--- src/rtl/uvs_pkg.sv ---
// ----------------------------------------------------------------------------
// uvs_pkg
// Shared widths, register indexes, sideband type and rotation constants for
// the UV sphere vertex generator.
// ----------------------------------------------------------------------------
package uvs_pkg;

	localparam int CNT_W     = 11;
	localparam int RAD_W     = 16;
	localparam int POS_W     = 17;
	localparam int UNIT_W    = 16;
	localparam int TEX_W     = 17;
	localparam int CFG_IDX_W = 2;
	localparam int CFG_DAT_W = 16;

	localparam logic [CFG_IDX_W-1:0] REG_RADIUS = 2'd0;
	localparam logic [CFG_IDX_W-1:0] REG_SLICES = 2'd1;
	localparam logic [CFG_IDX_W-1:0] REG_STACKS = 2'd2;

	localparam logic [RAD_W-1:0] RADIUS_RST = 16'd256;
	localparam logic [CNT_W-1:0] SLICES_RST = 11'd16;
	localparam logic [CNT_W-1:0] STACKS_RST = 11'd16;
	localparam logic [CNT_W-1:0] MIN_SLICES = 11'd3;
	localparam logic [CNT_W-1:0] MIN_STACKS = 11'd2;

	localparam int PHASE_W   = 32;
	localparam int QUOT_W    = PHASE_W + 1;
	localparam int DIV_CELLS = CNT_W + PHASE_W;

	localparam int CORDIC_STEPS = 24;
	localparam int CORDIC_W     = 33;
	localparam logic signed [CORDIC_W-1:0] CORDIC_K = 33'sd652032874;

	localparam logic signed [31:0] ATAN_TAB [CORDIC_STEPS] = '{
		32'sd536870912, 32'sd316933406, 32'sd167458907, 32'sd85004756,
		32'sd42667331,  32'sd21354465,  32'sd10679838,  32'sd5340245,
		32'sd2670163,   32'sd1335087,   32'sd667544,    32'sd333772,
		32'sd166886,    32'sd83443,     32'sd41722,     32'sd20861,
		32'sd10430,     32'sd5215,      32'sd2608,      32'sd1304,
		32'sd652,       32'sd326,       32'sd163,       32'sd81
	};

	typedef struct packed {
		logic             valid;
		logic             err;
		logic             top;
		logic             bot;
		logic [TEX_W-1:0] tex_u;
		logic [TEX_W-1:0] tex_v;
	} side_t;

endpackage

--- src/rtl/uvs_div_cell.sv ---
// ----------------------------------------------------------------------------
// uvs_div_cell
// One restoring division step: brings in one dividend bit, emits one
// quotient bit, passes remainder and partial quotient to the next cell.
// ----------------------------------------------------------------------------
module uvs_div_cell #(
	parameter int POS = 0
) (
	input  logic                        clk,
	input  logic                        en,
	input  logic [uvs_pkg::CNT_W-1:0]   d,
	input  logic [uvs_pkg::CNT_W-1:0]   n_in,
	input  logic [uvs_pkg::CNT_W-1:0]   rem_in,
	input  logic [uvs_pkg::QUOT_W-1:0]  q_in,
	output logic [uvs_pkg::CNT_W-1:0]   n_q,
	output logic [uvs_pkg::CNT_W-1:0]   rem_q,
	output logic [uvs_pkg::QUOT_W-1:0]  q_q
);
	logic                       b;
	logic [uvs_pkg::CNT_W:0]    trial;
	logic [uvs_pkg::CNT_W:0]    diff;
	logic                       ge;

	if (POS < uvs_pkg::CNT_W) begin : g_lead
		assign b = n_in[uvs_pkg::CNT_W-1-POS];
	end else begin : g_tail
		assign b = 1'b0;
	end

	assign trial = {rem_in, b};
	assign diff  = trial - {1'b0, d};
	assign ge    = trial >= {1'b0, d};

	always_ff @(posedge clk) begin
		if (en) begin
			n_q   <= n_in;
			rem_q <= ge ? diff[uvs_pkg::CNT_W-1:0] : trial[uvs_pkg::CNT_W-1:0];
			q_q   <= {q_in[uvs_pkg::QUOT_W-2:0], ge};
		end
	end
endmodule

--- config.mk ---
export PLATFORM = sky130hd
export DESIGN_NAME = uvs_div_cell
export DESIGN_NICKNAME = d
export VERILOG_FILES = /design/src/rtl/uvs_pkg.sv /design/src/rtl/uvs_div_cell.sv
export SDC_FILE = /design/constraint.sdc
export NUM_CORES = 1
export LEC_CHECK = 0
export ABC_CLOCK_PERIOD_IN_PS = 5450
export BUFFER_PORTS_ARGS = -buffer_cell sky130_fd_sc_hd__buf_2
export CELL_PAD_IN_SITES_DETAIL_PLACEMENT = 0
export CELL_PAD_IN_SITES_GLOBAL_PLACEMENT = 2
export CORE_MARGIN = 1.5
export CORE_UTILIZATION = 30
export CTS_CLUSTER_DIAMETER = 40
export DETAILED_ROUTE_END_ITERATION = 16
export GPL_TIMING_DRIVEN = 0
export PLACE_DENSITY = 0.88
export SYNTH_ARGS = -nofsm -noshare
export SYNTH_HDL_FRONTEND = slang
export SYNTH_SLANG_ARGS = --single-unit
--- constraint.sdc ---
create_clock -name clk -period 5.45 [get_ports clk]
set_input_delay 0.545 -clock clk [delete_from_list [all_inputs] [get_ports clk]]
set_output_delay 0.545 -clock clk [all_outputs]
set_load 0.02 [all_outputs]
After elaboration in Yosys (flattened, before gate mapping) --
Index checks and enable logic that the tools add are counted.
Word-level totals: bits of input ports 68, RAM bits 0, bits in registers 55, bits in latches 0, word-level logic and storage cells 6, output and inout port bits 55, memories kept 0, memory bits (read-only) 0
Cells by class: reduce and logical (&&, ||, !) cells 0, shift-type cells 0, div/mod/pow operators 0, $mul 0, muxes and demuxes 1, equality and inequality tests 0, $add $sub $neg 1, $lt $le $gt $ge 1, bitwise logic cells 0
Operator list (number):
- $ge A12 B11 Y1 | 1
- $mux W11 | 1
- $sub A11 B11 Y11 | 1

Logic depth before layout (Yosys ltp) --
depth in word-level cells 2, depth in mapped cells 10, gate-level depth less buffers 9

Least setup slack after synthesis --
Ideal clock, no wire load.
kind in2reg, start point in n_in[10] (netlist bit), end point reg rem_q[2] (netlist bit), data pin, required time 5.196 ns, buffers on the path 1, slack 3.051 ns, stages 10, arrival time 2.145 ns, setup time 0.254 ns, path through inv_1 ha_1 fa_1 and2b_1 o21ai_2 a311oi_2 o2bb2ai_2 buf_6 nand2_1 o21ai_2
Between the ends: longest elaborated chain between the ends 2, elaborated cells between the ends (all ways) 3, classes of those cells 1 x add/sub; 1 x order compare; 1 x mux
Ends and longest elaborated chain:
- start: declaration | line uvs_div_cell.sv:12 | input logic [uvs_pkg::CNT_W-1:0] n_in,
- $sub A11 B11 Y11 or $ge A12 B11 Y1 (tied branches) | line uvs_div_cell.sv:31, uvs_div_cell.sv:32
- $mux W11 (*) | line uvs_div_cell.sv:37 | rem_q <= ge ? diff[uvs_pkg::CNT_W-1:0] : trial[uvs_pkg::CNT_W-1:0];
- end signal: assignment | line uvs_div_cell.sv:37
- end: declaration | line uvs_div_cell.sv:16 | output logic [uvs_pkg::CNT_W-1:0] rem_q,
Every way passes the cells marked *; elsewhere a longest branch is shown, timed or not. A chain may end at the register's enable or synchronous reset.

Worst setup path in the final report --
Same ends and word-level chain as after synthesis.

==> metrics.md <==
| Metric | Value |
|---|---|
| First-pass GRT wire length | 8.20 mm |
| CP arrival | approximately 2400 ps |
| Chip height | 92.6 um |
| Fmax | between 400 and 500 MHz |
| Hold_ws | approximately 420 ps |
| Status | finished, final reports clean |
| Data required, critical path | about 5500 ps |
| Final slew viol count | 0 |
| Most used cell, CP | o21ai_2 |
| CTS clk-pin slew, worst paths | approximately 90 ps |
| Number of global-route vias before repair | 1631 |
| Slowest stage cell, crit path | fa_1 |
| Die area | 8570 um2 |
| Vias/cell | 4.45 |
| Site row count | 32 |
| Initial drt markers | 41 |
| Slew Limit Headroom | 21.5% |
| DRT Pass-1 Iters | 4 |
| Residual DRC count | 0 |
| Yosys reg bits | 55 |
| Static leakage | 0.00143 uW |
| Slowest stage delay, CP | between 300 and 400 ps |
| Gr usage total | 12.6% |
| Synthesis Warnings | 0 |
| Synth-to-layout area growth | 33.8% |
| Worst Path Buf+Inv | 3 |
| Max Cap Viol | 0 |
| Share of cells above drive strength 1 | 47.6% |
| Final WL | roughly 5.4 mm |
| I/O pin total | 123 |
| Die X | 92.6 um |
| Mapped Area | between 2000 and 2500 um2 |
| Syn_nets | 245 |
| Bufs on Longest Clock Path | 2 |
| CTS Root Cell | clkbuf_8 |
| Per-cell routed wire length | approximately 14 um |
| Setup tns final | 0 ps |
| Post-CTS Hold Fix Bufs | 0 |
| Initial Util | 31.1% |
| Fin. Hold Viols | 0 |
| ANT cells | 0 |
| Critical path's top delay family | compound AO/OA/AOI/OAI gates |
| Hold Crit Class | primary input to register |
| Clk sink count | 55 |
| Crit end category | register |
| Worst path cell trace | buf_2 -> inv_1 -> ha_1 -> fa_1 -> and2b_1 -> o21ai_2 -> a311oi_2 -> o2bb2ai_2 -> buf_6 -> nand2_1 -> o21ai_2 |
| Grt total ovfl | 0 |
| Total setup buffers inserted after CTS | 0 |
| Layout Nets | 373 |
| Number of CTS-inserted buffers | 5 |
| Core ar. | 7730 um2 |
| Worst Path Max Fanout | 10 |
| RSZ-0062 raised after global routing | false |
| CTS tree | yes |
| Vias | 1762 |
| CP Class | primary input to register |
| GPL Wtd Cong | 0.714 |
| H-tree depth | 2 |
| Antenna viol nets, final | 0 |
| Async set or reset register ratio after synthesis | 0% |
| Number of synthesized flops with an enable pin | 55 |
| Setup crit start kind | primary input |
| Predominant post-synthesis flop cell | edfxtp_1 |
| Mapped Cells | between 150 and 200 |
| # setup viols final | 0 |
| Pin count of the biggest net entering global routing | 56 |
| Seq/Total Area, Yosys | 68.6% |
| Top post-synthesis cells by area | edfxtp_1 69%, ha_1 5.7%, nand2_1 3.0% |
| Port bufs | 121 |
| Post-synth top cells | 55 x edfxtp_1, 19 x nand2_1, 16 x inv_1 |
| DP HPWL | 4.43 mm |
| Crit path time final | 2370 ps |
| CTS resizes | 0 |
| Syn avg cell area | ~15 um2 |
| IR Drop Worst-Case VDD | 0.000106 V |
| Initial antenna violation count | 0 |
| Worst-Margin Slew | between 1000 and 1500 ps |
| PD cells | 294 nW/um2 |
| Top-count cell post-synth | edfxtp_1 |
| Synth top area share | between 60% and 70% |
| Unique masters post-synth | 35 |
| Final period util | 43.4% |
| Synth area leader | edfxtp_1 |
[placed cells by master, fill, tap and decap left out, drive strengths merged, types with 2 or more instances in the layout]
master    n
a21o      2
a21oi     7
and3      2
buf     123
clkbuf    6
clkinv    2
edfxtp   55
ha       11
inv      16
nand2    19
nand2b    3
nand4     3
nor2      5
nor2b     2
o211ai    2
o21ai    13
o31ai     2
xnor2     2
xor2      4
[cells by family after synthesis]
| logic type | count (synthesis) | synth area share, % |
|---|---|---|
| DFF | 55 | 68.6 |
| adders and majority gates | 12 | 6.55 |
| buffers and inverters | 18 | 3.43 |
| and+or+nand+nor | 39 | 7.80 |
| AOI/OAI and AO/OA | 35 | 11.4 |
| xor gates and xnor gates | 6 | 2.18 |
[cell type report]
cell class                      count  area (um2)
Fill cell                         763        4510
Sequential cell                    55        1650
Multi-Input combinational cell     92         672
Timing Repair Buffer              121         606
Tap cell                          102         128
Clock buffer                        6        72.6
Inverter                           16        60.1
Buffer                              2        22.5
Clock inverter                      2        7.51
[per-stage QoR]
step                      util, %  cell area (um2)  std cells  worst slack (ps)  total power [uW]
after global routing         41.7             3220        396              2980               999
after floorplan                 -             2410        165              3050               670
after global placement       40.6             3140        388              2730               754
after CTS                    41.7             3220        396              3080               960
final                        41.7             3220        396              3080               947
after detailed placement     40.6             3140        388              2750               757
[where the power goes]
part / leakage, uW / internal, uW / switching [uW] / total (uW)
clock network: 0.0000403 / 87.8 / 117 / 204
registers: 0.000538 / 513 / 7.92 / 521
logic: 0.000856 / 84.1 / 137 / 221
[final timing paths]
| check | start | to | slack, ps | cells past startpoint |
|---|---|---|---|---|
| min | q_in[21] | q_q[22]$_DFFE_PP_ | 420 | 1 |
| max | n_in[10] | rem_q[2]$_DFFE_PP_ | 3080 | 11 |
[state kept, by name, summed over array words and instances, names as in the netlist]
register / cells
q_q: 33
n_q: 11
rem_q: 11
[per-layer routing]
metal	routed length (um)	up-vias	global-route usage, %
met3	501	7	3.28
met4	85	0	4.62
met5	0	-	0
li1	-	867	-
met1	2160	813	14.2
met2	2670	75	22.5
Power figures use the tool's default switching activity.
