## src/rtl/uvs_pkg.sv

```systemverilog
// ----------------------------------------------------------------------------
// uvs_pkg
// Shared widths, register indexes, sideband type and rotation constants for
// the UV sphere vertex generator.
// ----------------------------------------------------------------------------
package uvs_pkg;

	localparam int CNT_W     = 11;
	localparam int RAD_W     = 16;
	localparam int POS_W     = 17;
	localparam int UNIT_W    = 16;
	localparam int TEX_W     = 17;
	localparam int CFG_IDX_W = 2;
	localparam int CFG_DAT_W = 16;

	localparam logic [CFG_IDX_W-1:0] REG_RADIUS = 2'd0;
	localparam logic [CFG_IDX_W-1:0] REG_SLICES = 2'd1;
	localparam logic [CFG_IDX_W-1:0] REG_STACKS = 2'd2;

	localparam logic [RAD_W-1:0] RADIUS_RST = 16'd256;
	localparam logic [CNT_W-1:0] SLICES_RST = 11'd16;
	localparam logic [CNT_W-1:0] STACKS_RST = 11'd16;
	localparam logic [CNT_W-1:0] MIN_SLICES = 11'd3;
	localparam logic [CNT_W-1:0] MIN_STACKS = 11'd2;

	localparam int PHASE_W   = 32;
	localparam int QUOT_W    = PHASE_W + 1;
	localparam int DIV_CELLS = CNT_W + PHASE_W;

	localparam int CORDIC_STEPS = 24;
	localparam int CORDIC_W     = 33;
	localparam logic signed [CORDIC_W-1:0] CORDIC_K = 33'sd652032874;

	localparam logic signed [31:0] ATAN_TAB [CORDIC_STEPS] = '{
		32'sd536870912, 32'sd316933406, 32'sd167458907, 32'sd85004756,
		32'sd42667331,  32'sd21354465,  32'sd10679838,  32'sd5340245,
		32'sd2670163,   32'sd1335087,   32'sd667544,    32'sd333772,
		32'sd166886,    32'sd83443,     32'sd41722,     32'sd20861,
		32'sd10430,     32'sd5215,      32'sd2608,      32'sd1304,
		32'sd652,       32'sd326,       32'sd163,       32'sd81
	};

	typedef struct packed {
		logic             valid;
		logic             err;
		logic             top;
		logic             bot;
		logic [TEX_W-1:0] tex_u;
		logic [TEX_W-1:0] tex_v;
	} side_t;

endpackage

```

## src/rtl/uvs_cordic_cell.sv

```systemverilog
// ----------------------------------------------------------------------------
// uvs_cordic_cell
// One rotation step of the sine/cosine chain, registered.
// ----------------------------------------------------------------------------
module uvs_cordic_cell #(
	parameter int STEP = 0
) (
	input  logic                                 clk,
	input  logic                                 en,
	input  logic signed [uvs_pkg::CORDIC_W-1:0]  x_in,
	input  logic signed [uvs_pkg::CORDIC_W-1:0]  y_in,
	input  logic signed [uvs_pkg::CORDIC_W-1:0]  z_in,
	input  logic [1:0]                           quad_in,
	output logic signed [uvs_pkg::CORDIC_W-1:0]  x_q,
	output logic signed [uvs_pkg::CORDIC_W-1:0]  y_q,
	output logic signed [uvs_pkg::CORDIC_W-1:0]  z_q,
	output logic [1:0]                           quad_q
);
	logic signed [uvs_pkg::CORDIC_W-1:0] dx;
	logic signed [uvs_pkg::CORDIC_W-1:0] dy;
	logic signed [uvs_pkg::CORDIC_W-1:0] at;

	assign dx = y_in >>> STEP;
	assign dy = x_in >>> STEP;
	assign at = uvs_pkg::CORDIC_W'(uvs_pkg::ATAN_TAB[STEP]);

	always_ff @(posedge clk) begin
		if (en) begin
			quad_q <= quad_in;
			if (!z_in[uvs_pkg::CORDIC_W-1]) begin
				x_q <= x_in - dx;
				y_q <= y_in + dy;
				z_q <= z_in - at;
			end else begin
				x_q <= x_in + dx;
				y_q <= y_in - dy;
				z_q <= z_in + at;
			end
		end
	end
endmodule

```

## config.mk

```make
export PLATFORM = sky130hd
export DESIGN_NAME = uvs_cordic_cell
export DESIGN_NICKNAME = d
export VERILOG_FILES = /design/src/rtl/uvs_pkg.sv /design/src/rtl/uvs_cordic_cell.sv
export SDC_FILE = /design/constraint.sdc
export NUM_CORES = 1
export LEC_CHECK = 0
export ABC_AREA = 0
export BUFFER_PORTS_ARGS = -buffer_cell sky130_fd_sc_hd__clkbuf_2
export CAP_MARGIN = 10
export CORE_MARGIN = 4
export CORE_UTILIZATION = 61
export CTS_BUF_LIST = sky130_fd_sc_hd__clkbuf_2
export DETAILED_ROUTE_END_ITERATION = 6
export PLACE_DENSITY = 0.95
export SYNTH_ARGS = -nofsm -noshare
export SYNTH_HDL_FRONTEND = slang
export SYNTH_SLANG_ARGS = --single-unit
export TNS_END_PERCENT = 1
```

## constraint.sdc

```tcl
create_clock -name clk -period 6.2 [get_ports clk]
set_input_delay 0 -clock clk [delete_from_list [all_inputs] [get_ports clk]]
set_output_delay 0 -clock clk [all_outputs]
set_load 0.01 [all_outputs]
```

Yosys cells after proc, flatten, opt, wreduce, memory -nomap -nowiden
Cells that the tools add are included.
W data, S select, Z words.
{ "classes": {"mux": 3, "addsub": 5} }
{ "ops": {"columns": ["cell", "n"], "rows": [
  ["$mux W33", 3],
  ["$sub A33 B33 Y33", 2],
  ["$add A33 B31 Y33 const B", 1],
  ["$add A33 B33 Y33", 1],
  ["$sub A33 B31 Y33 const B", 1]
]} }
{ "totals": {"reg_bits": 101, "wordCells": 12, "inputBits": 103, "out_inout_bits": 101} }

Depth between registers and ports, before layout
Gate-level depths: netlist of run 1.
{ "logic_depth": {"depth_word": 2, "ltp_mapped": 12, "depth_no_buf": 11} }

Worst setup path before layout of run 1
Ideal clock, no wire load.
{ "synth_path": {"path_kind": "input to register", "start": "input port x_in[0] (netlist bit)", "end": "register x_q[26] (netlist bit) (data pin)", "path_slack_ns": 3.946, "setup_time_ns": 0.255, "t_arrival_ns": 1.999, "required_time_ns": 5.945, "path_buffers": 0, "cell_stages": 11, "cell_sequence": "inv_1 -> ha_1 -> fa_1 -> nand2b_1 -> o21bai_1 -> a211oi_2 -> o31ai_2 -> a211oi_1 -> o311ai_2 -> a21oi_1 -> a31o_1"} }
{ "synth_between": {"elab_chain_cells": 2, "elab_cells_between_ends": 3, "classes_between": "2 x add/sub; 1 x mux"} }
{ "synth_lines": {"columns": ["element", "line_no", "rtl"], "rows": [
  ["start, declared", "uvs_cordic_cell.sv:10", "input logic signed [uvs_pkg::CORDIC_W-1:0] x_in,"],
  ["$sub A33 B33 Y33 / $add A33 B33 Y33 (equally long branches)", "uvs_cordic_cell.sv:31, uvs_cordic_cell.sv:35", null],
  ["$mux W33 (*)", "uvs_cordic_cell.sv:30", "if (!z_in[uvs_pkg::CORDIC_W-1]) begin"],
  ["end signal, assigned", "uvs_cordic_cell.sv:31", "x_q <= x_in - dx;"],
  ["end signal, assigned", "uvs_cordic_cell.sv:35", "x_q <= x_in + dx;"],
  ["end, declared", "uvs_cordic_cell.sv:14", "output logic signed [uvs_pkg::CORDIC_W-1:0] x_q,"]
]} }
Every way passes the cells marked *; elsewhere a longest branch is shown, timed or not.
A chain may end at the register's enable or synchronous reset.

Worst setup path after layout of run 1
{ "layout_path": {"start": "input port x_in[1] (netlist bit)", "end": "register y_q[31] (netlist bit) (data pin)"} }
{ "layout_between": {"elab_chain_cells": 2, "elab_cells_between_ends": 3, "classes_between": "2 x add/sub; 1 x mux"} }
{ "layout_lines": {"columns": ["element", "line_no", "rtl"], "rows": [
  ["$add A33 B33 Y33 / $sub A33 B33 Y33 (equally long branches)", "uvs_cordic_cell.sv:32, uvs_cordic_cell.sv:36", null],
  ["$mux W33 (*)", "uvs_cordic_cell.sv:30", null],
  ["end signal, assigned", "uvs_cordic_cell.sv:32", "y_q <= y_in + dy;"],
  ["end signal, assigned", "uvs_cordic_cell.sv:36", "y_q <= y_in - dy;"],
  ["end, declared", "uvs_cordic_cell.sv:15", "output logic signed [uvs_pkg::CORDIC_W-1:0] y_q,"]
]} }
Marks and branches as above.

==> results of run 1 <==
-- sequential cells by signal, summed over array words and instances, names as in the netlist --
register and count:
z_q 33, y_q 32, quad_q 2, x_q 33
-- routing by layer --
| metal | global-route usage, % | share of wire [%] | wire (microns) |
|---|---|---|---|
| met5 | 0 | 0.12 | 34 |
| met2 | 54.51 | 46 | 13210 |
| met3 | 6.642 | 12 | 3366 |
| met4 | 12.29 | 3.6 | 1057 |
| met1 | 45.51 | 39 | 11310 |
-- cell usage in the layout, fill, tap and decap left out, types with 5 or more instances in the layout --
cell type,count
a31oi_1,9
or2_2,8
nor2b_1,8
nor2_1,73
o21bai_1,16
nor4_1,9
a21oi_1,117
xnor2_1,58
nand3_1,15
ha_1,98
clkbuf_2,211
nand2b_1,11
inv_1,99
or3_1,9
nor3_1,19
dlygate4sd3_1,46
o21ai_1,5
nand4_1,15
o21ai_0,74
nand2_1,48
mux2i_1,12
edfxtp_1,100
a211oi_1,11
o31ai_1,9
a21o_1,16
o211ai_1,16
clkinv_1,5
xor2_1,5
-- power groups by stage --
stage | combinational [W] | clock [W] | sequential, W
2_1_floorplan | 0.000478 | 0 | 0.000962
3_3_place_gp | 0.000792 | 0 | 0.000917
3_5_place_dp | 0.000806 | 0 | 0.000922
4_1_cts | 0.000835 | 0.000400 | 0.000907
5_1_grt | 0.000932 | 0.000435 | 0.000917
6_report | 0.000868 | 0.000403 | 0.000910
-- final cells by class --
class / instances / area, sq um / share of cell area (%)
Inverter: 105 / 394.1 / 3.753
Timing Repair Buffer: 252 / 1501 / 14.30
Clock inverter: 7 / 106.4 / 1.013
Multi-Input combinational cell: 737 / 5224 / 49.74
Clock buffer: 9 / 45.04 / 0.4289
Antenna cell: 1 / 2.502 / 0.02383
Sequential cell: 100 / 3003 / 28.60
Tap cell: 180 / 225.2 / 2.145
-- how the worst max path moves through the flow --
stage | start | depth (start not counted) | to | slack (ns)
5_1_grt | x_in[1] | 12 | y_q[31]$_DFFE_PP_ | 3.13
2_1_floorplan | x_in[0] | 11 | x_q[26]$_DFFE_PP_ | 3.95
3_5_place_dp | x_in[4] | 11 | x_q[28]$_DFFE_PP_ | 3.14
6_report | x_in[1] | 12 | y_q[31]$_DFFE_PP_ | 3.10
3_3_place_gp | x_in[4] | 11 | x_q[28]$_DFFE_PP_ | 3.16
4_1_cts | x_in[1] | 12 | y_q[31]$_DFFE_PP_ | 3.34
-- per-stage QoR --
stage	area (sq um)	cells
floorplan	8904	988
global placement	9887	1328
detailed placement	9887	1328
CTS	10500	1390
global route	10500	1391
finish	10500	1391
-- repair_timing --
item	4_1_cts	5_1_grt
hold buffers	46	0
gates resized for setup	0	0
buffers inserted	0	0
hold endpoints to repair	67	0
-- worst max-delay path: cells and delay by family --
kind	cells	cell delay (ns)
AOI/OAI and AO/OA	6	2.05
xor gates and xnor gates	1	0.25
adders and majority gates	1	0.35
buffers and inverters	3	0.83
and+or+nand+nor	1	0.07
-- logic make-up (layout without fill, tap and decap cells) --
logic type | Yosys count | after routing | share of synthesized area (%)
DFF | 100 | 100 | 33.73
and+or+nand+nor | 226 | 226 | 12.32
adders and majority gates | 102 | 102 | 14.67
buffers and inverters | 151 | 373 | 7.602
other | 0 | 1 | 0
muxes | 13 | 13 | 1.476
AOI/OAI and AO/OA | 333 | 333 | 24.00
xor gates and xnor gates | 63 | 63 | 6.197
==> flow_summary.yaml, run 1 <==
worst_hold_path:
  min_from: "z_in[26]"
  whs_path_depth: 2
  hold_end: "z_q[26]$_DFFE_PP_"
  hold_path.class: "in2reg"
job:
  maxCapViolCount: 0
routing:
  vias: 8942
  vias_per_cell: 6.428
  ant_nets: 0
  drt_iter0_drc: 1251
  drc_errors: 0
  totalWireLength_microns: 28980
  wl_per_cell_microns: 20.83
  first_pass_iters: 6
critical_path:
  critPathMaxFanout: 6
  cp_slowest_cell: "dlygate4sd3_1"
  endpoint_kind: "flop"
  cp_data_arrival_time_ns: 3.58
  worstPathRequired_ns: 6.68
  cp_slowest_stage_delay_ns: 0.53
  path_class: "in2reg"
  cp-start-kind: "input pin"
  path_cells: "dlygate4sd3_1 -> clkbuf_2 -> inv_1 -> ha_1 -> nand2_1 -> o21ai_0 -> a221o_2 -> a41oi_1 -> o41a_1 -> o211ai_1 -> o211ai_1 -> xnor2_1"
  crit_top_cell: "o211ai_1"
clock_network:
  clockBufferDepth: 2
  cts_num_sinks: 100
  clk_pin_slew_ns: 0.32
  cts_root_buf: "clkbuf_2"
  cts_buffers: 9
  cts_tree: "yes"
  cts-htree-levels: 3
floorplanning:
  dieArea_sq_um: 16590
  coreArea_sq_um: 14100
  start_util_pct: 63.16
  rows: 43
  die_y_microns: 128.8
  die_width_microns: 128.8
  ios: 204
final_layout:
  area_growth_pct: 17.95
  drive_gt1_share_pct: 20.91
  final.fill_count: 991
  nets: 1410
  final_core_util_pct: 74.50
synthesis:
  synth_edf_count: 100
  ys_seq_elements: 100
  synth_commonest_cells: "a21oi_1, edfxtp_1, inv_1"
  synthesis.nets: 1193
  synthTopCellsByArea: "edfxtp_1, ha_1, a21oi_1"
  seq_area_frac_synth_pct: 33.73
  synthCells: 988
  netlist.area_leader.share_pct: 33.73
  ys.flop_type: "edfxtp_1"
  netlist_area_sq_um: 8904
  yosysUniqueCellTypes: 79
  synth_warnings: 0
  async_reset_ff_share_pct: 0
  synth.most_common_cell: "a21oi_1"
  syn_avg_cell_area_sq_um: 9.012
  yosysTopAreaCell: "edfxtp_1"
outcome:
  outcome: "complete, no violations"
sta:
  max_freq_ghz: 0.3225
  period_minus_slack_ns: 3.100
  period_share_pct: 50.01
  grt_setup_unrepaired: "false"
  whs_ns: 0.06265
  setup_tns_ns: 0
  setup_viol: 0
  drv_slew: 0
  worst_pin_slew_ns: 1.034
  setup_ws_ns: 3.100
  finalHoldViolCount: 0
  maxSlewHeadroom_pct: 31.05
pwr:
  p_clk_share_pct: 18.5
  peakVddDrop_mv: 0.1045
  p_int_w: 0.001340
  power_density_nw_per_um2: 207.7
  total_power_w: 0.002182
  p_sw_share_pct: 38.57
  p_switching_w: 0.0008414
  leakagePower_nw: 4.652
  pwr-share-seq_pct: 41.7
  comb_power_share_pct: 39.8
grt:
  grt_antenna_before_repair: 3
  grt_pass1_vias: 8250
  grt_pass1_wl_microns: 44370
  grt_usage_pct: 33.84
  overflow: 0
  grt_max_degree: 92
placed_design:
  place_hpwl_microns: 20950
  pre_cts_ws_ns: 3.137
  numPortBuffers: 203
  gp_congestion: 0.9773
Power figures use the tool's default switching activity.
==> inputs of run 2 (changes only) <==
--- a/config.mk
+++ b/config.mk
@@ -9,10 +9,10 @@
 export BUFFER_PORTS_ARGS = -buffer_cell sky130_fd_sc_hd__clkbuf_2
 export CAP_MARGIN = 10
 export CORE_MARGIN = 4
-export CORE_UTILIZATION = 61
+export CORE_UTILIZATION = 51
 export CTS_BUF_LIST = sky130_fd_sc_hd__clkbuf_2
 export DETAILED_ROUTE_END_ITERATION = 6
-export PLACE_DENSITY = 0.95
+export PLACE_DENSITY = 0.87
 export SYNTH_ARGS = -nofsm -noshare
 export SYNTH_HDL_FRONTEND = slang
 export SYNTH_SLANG_ARGS = --single-unit
==> constraint.sdc (replaced) <==
create_clock -name clk -period 2.8 [get_ports clk]
set_input_delay 0 -clock clk [delete_from_list [all_inputs] [get_ports clk]]
set_output_delay 0 -clock clk [all_outputs]
set_load 0.01 [all_outputs]
==> flow_summary.yaml, run 2 (synthesis gave the netlist of run 1 again) <==
routing:
  vias_per_cell: 5.915
  wl_met3_microns: 2772
  top_layer: "met4"
  first_pass_iters: 6
  wl_met2_microns: 13750
  drt_iter0_drc: 976
  totalWireLength_microns: 29410
  wl_per_cell_microns: 19.45
  drc_errors: 0
  ant_nets: 0
  wl_met1_microns: 12270
  vias: 8944
floorplanning:
  coreArea_sq_um: 17180
  start_util_pct: 51.84
  die_y_microns: 140.1
  ios: 204
  die_width_microns: 140.1
  rows: 48
  dieArea_sq_um: 19640
sta:
  whs_ns: 0.03921
  maxSlewHeadroom_pct: 35.09
  setup_tns_ns: 0
  grt_setup_unrepaired: "true"
  setup_viol: 0
  setup_ws_ns: 0.08967
  finalHoldViolCount: 0
  max_freq_ghz: 0.3690
  drv_slew: 0
  worst_pin_slew_ns: 0.9615
  period_share_pct: 96.80
  period_minus_slack_ns: 2.710
clock_network:
  clk_pin_slew_ns: 0.30
  cts_buffers: 9
  cts_tree: "yes"
  cts_num_sinks: 100
  clockBufferDepth: 2
  cts-htree-levels: 3
  postCtsSetupRepairBufs: 0
  cts_root_buf: "clkbuf_2"
final_layout:
  nets: 1486
  top_regs: "x_q x33, z_q x33, y_q x32"
  fin_area_sq_um: 11140
  drive_gt1_share_pct: 25.82
  final.fill_count: 1397
  final_common_cell: "clkbuf_2"
  final_cell_mix: "clkbuf_2, a21oi_1, edfxtp_1, inv_1, ha_1"
  area_growth_pct: 25.08
placed_design:
  numPortBuffers: 203
  place_area_sq_um: 10550
  place_hpwl_microns: 23300
  pre_cts_ws_ns: -0.03735
  gp_congestion: 1.023
critical_path:
  cp-start-kind: "input pin"
  cp_data_arrival_time_ns: 3.09
  endpoint_kind: "flop"
  worstPathRequired_ns: 3.18
  path_class: "in2reg"
  critPathMaxFanout: 4
job:
  maxCapViolCount: 0
worst_hold_path:
  hold_path.class: "in2reg"
grt:
  overflow: 0
  grt_pass1_vias: 8521
  grt_usage_pct: 28.81
  grt_antenna_before_repair: 1
  grt_pass1_wl_microns: 45740
  grt_max_degree: 91
pwr:
  total_power_w: 0.004744
  pwr-share-seq_pct: 42.2
  p_sw_share_pct: 38.61
  leakagePower_nw: 5.011
  peakVddDrop_mv: 0.2554
  p_clk_share_pct: 13.8
  power_density_nw_per_um2: 426.0
  p_int_w: 0.002912
  comb_power_share_pct: 44.0
  p_switching_w: 0.001832
outcome:
  outcome: "complete, no violations"
-- run 2: cell count changes in the layout (fill, tap and decap cells not counted), moves of 2 or more --
cell,change
buf_4,+73
buf_12,+3
bufinv_16,-2
clkinv_4,+2
-- run 2: stage by stage --
step | util [%] | instances
after floorplan | - | 988
after global placement | 61.43 | 1449
after detailed placement | 61.43 | 1449
after CTS | 64.72 | 1511
after global routing | 64.84 | 1512
final | 64.84 | 1512
-- run 2: path summary, 6_finish.rpt --
path              startpoint           endpoint  slack, ns  depth (start not counted)
setup / recovery     y_in[1]  y_q[19]$_DFFE_PP_       0.09                         11
hold / removal      x_in[26]  y_q[26]$_DFFE_PP_       0.04                          4
-- run 2: metal layers --
metal	GRT usage, %	vias to the layer above
met5	0	-
li1	-	4165
met3	4.165	62
met4	8.159	0
met2	47.46	536
met1	39.79	4181
-- run 2: cell type report --
cell class / count / area, sq um / area share, %
inverter: 105 / 394.1 / 3.539
tap: 225 / 281.5 / 2.528
clock inverter: 7 / 60.06 / 0.5393
sequential: 100 / 3003 / 26.96
multi-input combinational: 737 / 5241 / 47.06
antenna: 1 / 2.502 / 0.02247
clock buffer: 9 / 45.04 / 0.4045
timing repair buffer: 328 / 2110 / 18.94
-- run 2: what timing repair did --
action                                 in CTS  in global routing
setup endpoints to repair                   0                 10
endpoints found under the hold margin      96                  0
hold buffers                               46                  0
gates resized for setup                     0                  3
-- run 2: power by group through the flow --
stage,clock network (W),registers [W],logic (W)
6_report,0.000656,0.00200,0.00209
5_1_grt,0.000726,0.00202,0.00225
4_1_cts,0.000673,0.00200,0.00204
3_5_place_dp,0,0.00204,0.00198
3_3_place_gp,0,0.00202,0.00195
2_1_floorplan,0,0.00213,0.00106
-- run 2: worst max-delay path, stage by stage --
cell and delay [ns]:
dlygate4sd3_1 0.53, clkbuf_2 0.14, ha_1 0.32, nor2b_1 0.18, o211ai_1 0.19, a31oi_2 0.32
a21oi_1 0.18, or2_2 0.35, o31ai_1 0.39, mux2i_1 0.20, xnor2_1 0.29
